`src/sv/hufd_pkg.sv`:
```
// ----------------------------------------------------------------------------
// hufd_pkg
// Shared types and constants for the Huffman tree-walk decoder: node layout,
// command and result words, operation codes and sequencer states.
// ----------------------------------------------------------------------------
package hufd_pkg;

    localparam int DEFAULT_MAX_NODES = 512;
    localparam int BYTE_BITS         = 8;
    localparam int TOP_BIT           = 7;
    localparam int NODE_W            = 27;

    // Operation codes carried in the command word
    typedef enum logic
    {
        OP_WRITE  = 1'b0,
        OP_DECODE = 1'b1
    } op_t;

    // One stored tree node
    typedef struct packed
    {
        logic       leaf;
        logic [7:0] symbol;
        logic [8:0] left;
        logic [8:0] right;
    } node_t;

    // Command word
    typedef struct packed
    {
        op_t        op;
        logic [8:0] node_index;
        logic       node_is_leaf;
        logic [7:0] node_symbol;
        logic [8:0] left_child;
        logic [8:0] right_child;
        logic [7:0] data_byte;
        logic [3:0] valid_bits;
    } cmd_t;

    // Result word
    typedef struct packed
    {
        logic [7:0] symbol;
        logic       last;
    } result_t;

    // Walk sequencer states
    typedef enum logic [1:0]
    {
        ST_IDLE,
        ST_ROOT,
        ST_STEP,
        ST_FLUSH
    } state_t;

endpackage

```
`src/sv/hufd_ctrl.sv`:
```
// ----------------------------------------------------------------------------
// hufd_ctrl
// Tree-walk sequencer: takes command words, writes nodes, steps through the
// node table one bit per cycle and emits symbols one symbol behind so that the
// final symbol of a byte can be flagged.
// ----------------------------------------------------------------------------
module hufd_ctrl #(
    parameter int MAX_NODES = hufd_pkg::DEFAULT_MAX_NODES
) (
    input  logic                         clk,
    input  logic                         rst_n,
    input  logic                         start,
    input  hufd_pkg::cmd_t               cmd,
    output logic                         busy,
    output logic                         strobe,
    output hufd_pkg::result_t            result,
    output logic                         mem_we,
    output logic [$clog2(MAX_NODES)-1:0] mem_waddr,
    output hufd_pkg::node_t              mem_wdata,
    output logic [$clog2(MAX_NODES)-1:0] mem_raddr,
    input  hufd_pkg::node_t              mem_rdata
);
    import hufd_pkg::*;

    localparam int AW = $clog2(MAX_NODES);

    state_t          state_reg, state_next;
    logic [AW-1:0]   walk_reg, walk_next;
    node_t           cur_reg, cur_next;
    node_t           root_reg, root_next;
    logic            rd_pend_reg, rd_pend_next;
    logic [7:0]      byte_reg, byte_next;
    logic [3:0]      bits_reg, bits_next;
    logic            pend_valid_reg, pend_valid_next;
    logic [7:0]      pend_sym_reg, pend_sym_next;

    logic            accept;
    logic            have_bit;
    logic            arrive_leaf;
    node_t           node_eff;
    logic [AW-1:0]   pos_eff;
    logic [8:0]      child;
    logic            child_oob;
    logic            emit;
    logic [7:0]      emit_sym;

    assign accept = start && (state_reg == ST_IDLE);

    // Resolve the node in flight and pick the child for the current bit
    always_comb
    begin
        have_bit    = (bits_reg != 4'd0);
        arrive_leaf = rd_pend_reg && mem_rdata.leaf;
        if (arrive_leaf)
        begin
            node_eff = root_reg;
            pos_eff  = '0;
        end
        else if (rd_pend_reg)
        begin
            node_eff = mem_rdata;
            pos_eff  = walk_reg;
        end
        else
        begin
            node_eff = cur_reg;
            pos_eff  = walk_reg;
        end
        child     = byte_reg[TOP_BIT] ? node_eff.right : node_eff.left;
        child_oob = (int'(child) >= MAX_NODES);
        emit      = 1'b0;
        emit_sym  = mem_rdata.symbol;
        if (state_reg == ST_STEP)
        begin
            if (root_reg.leaf && have_bit)
            begin
                emit     = 1'b1;
                emit_sym = root_reg.symbol;
            end
            else if (arrive_leaf)
            begin
                emit = 1'b1;
            end
        end
    end

    // Next state
    always_comb
    begin
        state_next = state_reg;
        case (state_reg)
            ST_IDLE:
            begin
                if (accept && (cmd.op == OP_DECODE))
                begin
                    state_next = ST_ROOT;
                end
            end
            ST_ROOT:  state_next = ST_STEP;
            ST_STEP:
            begin
                if (!have_bit)
                begin
                    state_next = ST_FLUSH;
                end
            end
            ST_FLUSH: state_next = ST_IDLE;
            default:  state_next = ST_IDLE;
        endcase
    end

    // Walk datapath updates
    always_comb
    begin
        walk_next       = walk_reg;
        cur_next        = cur_reg;
        root_next       = root_reg;
        rd_pend_next    = 1'b0;
        byte_next       = byte_reg;
        bits_next       = bits_reg;
        pend_valid_next = pend_valid_reg;
        pend_sym_next   = pend_sym_reg;
        case (state_reg)
            ST_IDLE:
            begin
                if (accept)
                begin
                    if (cmd.op == OP_WRITE)
                    begin
                        walk_next = '0;
                    end
                    else
                    begin
                        byte_next       = cmd.data_byte;
                        bits_next       = (cmd.valid_bits > 4'(BYTE_BITS)) ?
                                          4'(BYTE_BITS) : cmd.valid_bits;
                        pend_valid_next = 1'b0;
                    end
                end
            end
            ST_ROOT:
            begin
                // Latch the root; the current node is the root when at slot 0
                root_next = mem_rdata;
                if (walk_reg == '0)
                begin
                    cur_next = mem_rdata;
                end
            end
            ST_STEP:
            begin
                if (root_reg.leaf)
                begin
                    if (have_bit)
                    begin
                        walk_next = '0;
                        cur_next  = root_reg;
                        byte_next = {byte_reg[TOP_BIT-1:0], 1'b0};
                        bits_next = bits_reg - 4'd1;
                    end
                end
                else if (have_bit)
                begin
                    byte_next = {byte_reg[TOP_BIT-1:0], 1'b0};
                    bits_next = bits_reg - 4'd1;
                    if (child_oob)
                    begin
                        walk_next = '0;
                        cur_next  = root_reg;
                    end
                    else
                    begin
                        walk_next    = AW'(child);
                        rd_pend_next = 1'b1;
                    end
                end
                else
                begin
                    walk_next = pos_eff;
                    cur_next  = node_eff;
                end
                if (emit)
                begin
                    pend_valid_next = 1'b1;
                    pend_sym_next   = emit_sym;
                end
            end
            ST_FLUSH:
            begin
                pend_valid_next = 1'b0;
            end
            default:
            begin
                pend_valid_next = 1'b0;
            end
        endcase
    end

    // Handshake, result word and memory ports
    always_comb
    begin
        busy          = (state_reg != ST_IDLE);
        strobe        = pend_valid_reg && (emit || (state_reg == ST_FLUSH));
        result.symbol = pend_sym_reg;
        result.last   = (state_reg == ST_FLUSH);
        mem_we        = accept && (cmd.op == OP_WRITE) && (int'(cmd.node_index) < MAX_NODES);
        mem_waddr     = AW'(cmd.node_index);
        mem_wdata     = '{leaf:   cmd.node_is_leaf,
                          symbol: cmd.node_symbol,
                          left:   cmd.left_child,
                          right:  cmd.right_child};
        mem_raddr     = (state_reg == ST_STEP) ? AW'(child) : '0;
    end

    // Control registers
    always_ff @(posedge clk or negedge rst_n)
    begin
        if (!rst_n)
        begin
            state_reg      <= ST_IDLE;
            walk_reg       <= '0;
            rd_pend_reg    <= 1'b0;
            bits_reg       <= '0;
            pend_valid_reg <= 1'b0;
        end
        else
        begin
            state_reg      <= state_next;
            walk_reg       <= walk_next;
            rd_pend_reg    <= rd_pend_next;
            bits_reg       <= bits_next;
            pend_valid_reg <= pend_valid_next;
        end
    end

    // Payload registers
    always_ff @(posedge clk)
    begin
        cur_reg      <= cur_next;
        root_reg     <= root_next;
        byte_reg     <= byte_next;
        pend_sym_reg <= pend_sym_next;
    end

    // Checks
    a_strobe_busy: assert property (@(posedge clk) disable iff (!rst_n)
        strobe |-> busy)
        else $error("result strobe outside a decode");

    a_pend_in_step: assert property (@(posedge clk) disable iff (!rst_n)
        rd_pend_reg |-> (state_reg == ST_STEP))
        else $error("node read in flight outside the step state");

    a_write_resets_walk: assert property (@(posedge clk) disable iff (!rst_n)
        (accept && (cmd.op == OP_WRITE)) |=> (walk_reg == '0))
        else $error("walk not back at root after a node write");

    a_flush_drains: assert property (@(posedge clk) disable iff (!rst_n)
        (state_reg == ST_FLUSH) |=> !pend_valid_reg)
        else $error("held symbol survives the flush");

    a_leaf_root_no_read: assert property (@(posedge clk) disable iff (!rst_n)
        ((state_reg == ST_STEP) && root_reg.leaf) |-> !rd_pend_reg)
        else $error("node read in flight with a one-leaf tree");

endmodule

```
`config.mk`:
```
export PLATFORM = sky130hd
export DESIGN_NAME = hufd_ctrl
export DESIGN_NICKNAME = d
export VERILOG_FILES = /design/src/sv/hufd_pkg.sv /design/src/sv/hufd_ctrl.sv
export SDC_FILE = /design/constraint.sdc
export NUM_CORES = 1
export LEC_CHECK = 0
export BUFFER_PORTS_ARGS = -buffer_cell sky130_fd_sc_hd__buf_2
export CAP_MARGIN = 20
export CORE_MARGIN = 2
export CORE_UTILIZATION = 53
export CTS_BUF_LIST = sky130_fd_sc_hd__clkbuf_4
export DETAILED_ROUTE_END_ITERATION = 12
export GPL_TIMING_DRIVEN = 0
export PLACE_DENSITY = 0.94
export SKIP_LAST_GASP = 1
export SYNTH_ARGS = -nofsm -noshare
export SYNTH_HDL_FRONTEND = slang
export SYNTH_SLANG_ARGS = --single-unit
```
`constraint.sdc`:
```
create_clock -name clk -period 2.9 [get_ports clk]
set_input_delay 0.145 -clock clk [delete_from_list [all_inputs] [get_ports clk]]
set_output_delay 0.145 -clock clk [all_outputs]
set_load 0.02 [all_outputs]
```
### Yosys cells after proc, flatten, opt, wreduce, memory -nomap -nowiden

Index checks and enable logic that the tools add are counted.

* reduce and logical (&&, ||, !) cells: 20
* equality and inequality tests: 14
* bitwise gates (word level): 1
* $lt $le $gt $ge: 1
* $add $sub $neg: 1
* div/mod/pow operators: 0
* multipliers: 0
* muxes and demuxes: 39
* shifts and indexed selects: 0

Operators with widths (count)
* $mux W18: 6
* $mux W9: 8
* $pmux W18 S2: 1
* $mux W8: 4
* $pmux W9 S2: 1
* $mux W4: 4
* $pmux W8 S2: 1
* $ne A2 B2 Y1 const B: 7
* $reduce_and A4 Y1: 3
* $logic_not A9 Y1: 1
* $mux W1: 9
* $ne A3 B3 Y1 const B: 3
* $pmux W2 S4: 1
* $pmux W4 S2: 1
* $logic_and A1 B1 Y1: 6
* $reduce_bool A2 Y1: 3
* $reduce_and A5 Y1: 1
* $eq A2 B2 Y1 const B: 2
* $gt A4 B4 Y1 const B: 1
* $mux W2: 2
* $reduce_and A2 Y1: 2
* $reduce_bool A4 Y1: 1
* $sub A4 B1 Y4 const B: 1
* $pmux W1 S3: 1
* other kinds (6): 6

* bits in writable memories: 0
* output and inout port bits: 57
* register bits: 78
* latch bits: 0
* memories kept: 0
* word-level logic and storage cells: 89
* ROM bits: 0

### Longest topological paths before layout

* depth after elaboration: 6
* gate-level depth with buffers: 7
* depth with buffers taken out: 6

### Least setup slack after synthesis

Ideal clock, no wire load.

* kind: reg-to-reg
* start point: register state_reg[1]
* end point: register cur_reg[0] in the netlist's numbering (enable)
* setup slack: 0.741 ns
* required time: 2.525 ns
* arrival: 1.783 ns
* period minus slack after synthesis: 2.159 ns
* library setup time: 0.375 ns
* cell stages (with the launch flop): 4
* path through: dfrtp_1 -> inv_1 -> ha_1 -> o21a_1

* longest elaborated chain between the ends: 3
* elaborated cells between the ends (all ways): 7
* classes of those cells: 5 x eq/ne; 2 x reduce/logical

Ends and longest elaborated chain
* start: declaration: line hufd_ctrl.sv:27 `state_t state_reg, state_next;`
* start signal: assignment: line hufd_ctrl.sv:228 `state_reg <= state_next;`
* $eq A2 B2 Y1 / $eq A2 B1 Y1 (equally long branches): line hufd_ctrl.sv:123 `case (state_reg)`
* $ne A3 B3 Y1 (no line), or another cell as far along
* $reduce_and A4 Y1 (no line) (*)
* end signal: assignment: line hufd_ctrl.sv:239 `cur_reg <= cur_next;`
* end: declaration: line hufd_ctrl.sv:29 `node_t cur_reg, cur_next;`

Mark *: on every way between the ends. The rest lies on a longest branch, timed or not.
A chain may end at the register's enable or synchronous reset.

### Final worst setup path

* start point: register bits_reg[0]
* end point: register cur_reg[13] in the netlist's numbering (enable)

* longest elaborated chain between the ends: 3
* elaborated cells between the ends (all ways): 4
* classes of those cells: 2 x eq/ne; 2 x reduce/logical

Ends and longest elaborated chain
* start: declaration: line hufd_ctrl.sv:33 `logic [3:0] bits_reg, bits_next;`
* start signal: assignment: line hufd_ctrl.sv:231 `bits_reg <= bits_next;`
* $reduce_bool A4 Y1 (*): line hufd_ctrl.sv:52 `have_bit = (bits_reg != 4'd0);`
* $ne A3 B3 Y1 (no line)
* $reduce_and A4 Y1 (no line) (*)

Marked as above.

==> results.json <==
{
  "slew-limit-headroom": 0.306,
  "cp_cell_sequence": "inv_1 -> ha_1 -> nor3b_1 -> nand2_1 -> a32oi_1 -> o21a_1",
  "yosysWarningCount": 0,
  "layout.nets": 582,
  "drive_gt1_frac": 0.380,
  "critical_path.max_fanout": 18,
  "cts_root_buf": "clkbuf_4",
  "post_synth_main_area_contributors": "edfxtp_1 (43%), dfrtp_1 (10%), mux2i_1 (6.9%)",
  "worst_path_dominant_cell_family": "compound AO/OA/AOI/OAI gates",
  "worst_slew_pin_slew_ns": 1.04,
  "final-seq-area_um2": 2260,
  "synth_fp_nets": 439,
  "grt_antenna_before_repair": 0,
  "critical_path_buf_inv_count": 1,
  "ioPinCount": 136,
  "routedWlPerCell_um": 16.3,
  "switching_power_w": 0.00220,
  "tritoncts": "done",
  "finalSetupViolCount": 0,
  "synth-edff-count": 61,
  "detailedRoute.firstIterationViolations": 217,
  "postSynth.asyncResetShare": 0.218,
  "power_frac_seq": 0.378,
  "fp-row-count": 32,
  "start_util": 0.547,
  "post-synth-top-area-fraction": 0.433,
  "stage_delay_of_the_slowest_cell_on_the_critical_path_ns": 0.76,
  "cpMaxStageDelayCell": "o21a_1",
  "timing.clock.skew_ns": 0.0170,
  "power.density_cell_area_nw_per_um2": 1000,
  "synthesis.instances": 355,
  "vdd.ir_drop.worst_v": 0.000537,
  "cp-start-kind": "flip-flop",
  "grt_pass1_wl_um": 15500,
  "grt_setup_unrepaired": "no",
  "clk_path_buf_depth": 2,
  "clkSlewWorstSetupHoldPaths_ns": 0.14,
  "chipWidth_um": 93.3,
  "maxCapViolations": 0,
  "mappedNetlistArea_um2": 4230,
  "drc": 0,
  "num_antenna_cells": 0,
  "worstHoldPathType": "input port to flip-flop",
  "top_layer_used": "met4",
  "grt_pass1_vias": 3284,
  "worstSetupPathDepth": 6,
  "dr_wl_met3_um": 772,
  "layout_min_cycle_time_ns": 2.67,
  "hold_viol_final": 0,
  "route.vias.total": 3313,
  "synth-seq-cells": 78,
  "worstHoldPathCells": 2,
  "critPathRequiredTime_ns": 2.96,
  "met2WireLength_um": 4930,
  "wl_final_um": 9850,
  "synth_flop_cell": "edfxtp_1",
  "setup.worst_path.class": "flip-flop to flip-flop",
  "final.setup.tns_ns": 0,
  "syn2layout_area_growth_pct": 26.4,
  "htree_levels": 3,
  "placeableCoreArea_um2": 7730,
  "place_congestion": 0.852,
  "post_synth.cell_area_avg_um2": 11.9,
  "clock_power_share": 0.128,
  "drtAntennaViolNets": 0,
  "yosys.cell_types.count": 48,
  "filler_cell_count": 560,
  "synth_area_leader_cell": "edfxtp_1",
  "fmax_mhz": 375,
  "p_int_w": 0.00315,
  "dpl.hpwl_um": 6930,
  "firstDrtPassIters": 5,
  "ff2ff_path_depth": 6,
  "pin_count_of_the_biggest_net_entering_global_routing": 19,
  "cts.sinks": 78,
  "critical_path.endpoint_type": "flip-flop",
  "routedLengthMet1_um": 4030,
  "clk-insertion-delay-late_ns": 0.44,
  "cts-buffers-inserted": 9,
  "worstPathArrival_ns": 2.73,
  "portion_of_the_post_synthesis_area_used_by_sequential_elements": 0.534,
  "hold_ws_ns": 0.00894,
  "max_ffs_per_register": 27,
  "grtUsageTotal": 0.229,
  "die_area_um2": 8700,
  "result_of_the_run": "finished, final reports clean",
  "timing_max_transition_violations_final": 0,
  "die_h_um": 93.3,
  "power_switching_share": 0.411,
  "fin_crit_sh": 0.920,
  "static-leakage-power_nw": 2.35,
  "total_area_of_multi_input_combinational_cells_um2": 1520,
  "port_buffers": 99,
  "grt-ovfl-total": 0,
  "power.combinational.fraction": 0.494,
  "avgViaCountPerCell": 5.48
}
## worst paths after layout
kind,from,to,slack [ns]
setup / recovery,bits_reg[0]$_DFFE_PN0P_,cur_reg[13]$_DFFE_PP_,0.23
hold / removal,cmd[9],byte_reg[5]$_DFFE_PP_,0.009
setup reg to reg,bits_reg[0]$_DFFE_PN0P_,cur_reg[13]$_DFFE_PP_,0.23
hold reg to reg,walk_reg[4]$_DFFE_PN0P_,walk_reg[4]$_DFFE_PN0P_,0.53
max in group asynchronous,rst_n,walk_reg[2]$_DFFE_PN0P_,2.45
min in group asynchronous,rst_n,walk_reg[7]$_DFFE_PN0P_,0.15
## cells in the final DEF, fill, tap and decap left out, drive strengths merged, types with 9 or more instances in the layout
master / instances
inv: 12
dfrtp: 17
mux2: 16
dlygate4sd3: 31
edfxtp: 61
mux2i: 29
a21oi: 42
buf: 148
a22o: 10
a211oi: 18
nor2: 39
and2: 9
clkbuf: 20
a21o: 9
## repair_timing
action / CTS / global route
hold buffers: 31 / 0
endpoints found under the hold margin: 47 / 0
resized for setup: 0 / 0
setup buffers: 0 / 0
## logic make-up (layout without fill, tap and decap cells)
| family | count (synthesis) | after routing | synth area share |
|---|---|---|---|
| mux | 45 | 45 | 0.111 |
| buf+inv | 67 | 215 | 0.107 |
| compound gates | 93 | 93 | 0.153 |
| flops | 78 | 78 | 0.534 |
| simple gates | 67 | 67 | 0.0790 |
| fa+ha+maj | 5 | 5 | 0.0148 |
## per-stage QoR
stage | instance area (um2) | total power [W] | instances | util | setup WS, ns
final | 5340 | 0.00536 | 605 | 0.692 | 0.232
after global routing | 5340 | 0.00568 | 605 | 0.692 | 0.0476
after CTS | 5340 | 0.00534 | 605 | 0.692 | 0.246
after detailed placement | 4880 | 0.00464 | 558 | 0.632 | 0.257
after global placement | 4850 | 0.00444 | 556 | 0.628 | 0.128
after floorplan | 4230 | 0.00386 | 355 | - | 0.741
## area by class of cell
class                           count  share of cell area
Sequential cell                    78               0.422
Multi-Input combinational cell    210               0.284
Timing Repair Buffer              132               0.157
Buffer                             58              0.0787
Tap cell                          102              0.0239
Clock inverter                      7              0.0152
Clock buffer                        9              0.0126
Inverter                            9             0.00632
## synth_stat cells, types with 2 or more instances
| cell | number |
|---|---|
| a21oi_1 | 40 |
| o21a_1 | 2 |
| a211oi_1 | 18 |
| nand2_1 | 3 |
| buf_4 | 38 |
| a22o_1 | 10 |
| buf_2 | 4 |
| dfrtp_1 | 17 |
| clkbuf_8 | 2 |
| nor3b_1 | 4 |
| edfxtp_1 | 61 |
| nand3_1 | 2 |
| a221o_1 | 2 |
| ha_1 | 5 |
| and2_1 | 9 |
| mux2i_1 | 29 |
| clkbuf_1 | 8 |
| inv_1 | 9 |
| nor2_1 | 38 |
| buf_6 | 3 |
| a21o_1 | 9 |
| nand2_2 | 2 |
| mux2_2 | 15 |
## power groups by stage
stage               clock [W]  sequential (W)  combinational (W)
CTS                  0.000695         0.00202            0.00263
floorplan                   0         0.00202            0.00184
detailed placement          0         0.00204            0.00259
global placement            0         0.00202            0.00242
global route         0.000743         0.00207            0.00287
finish               0.000688         0.00202            0.00264
## per-layer routing
metal,vias up,track usage
met3,12,0.0395
met5,-,0
met1,1556,0.293
met4,0,0.0662
met2,177,0.400
li1,1568,-
(Power assumes the default switching activity.)
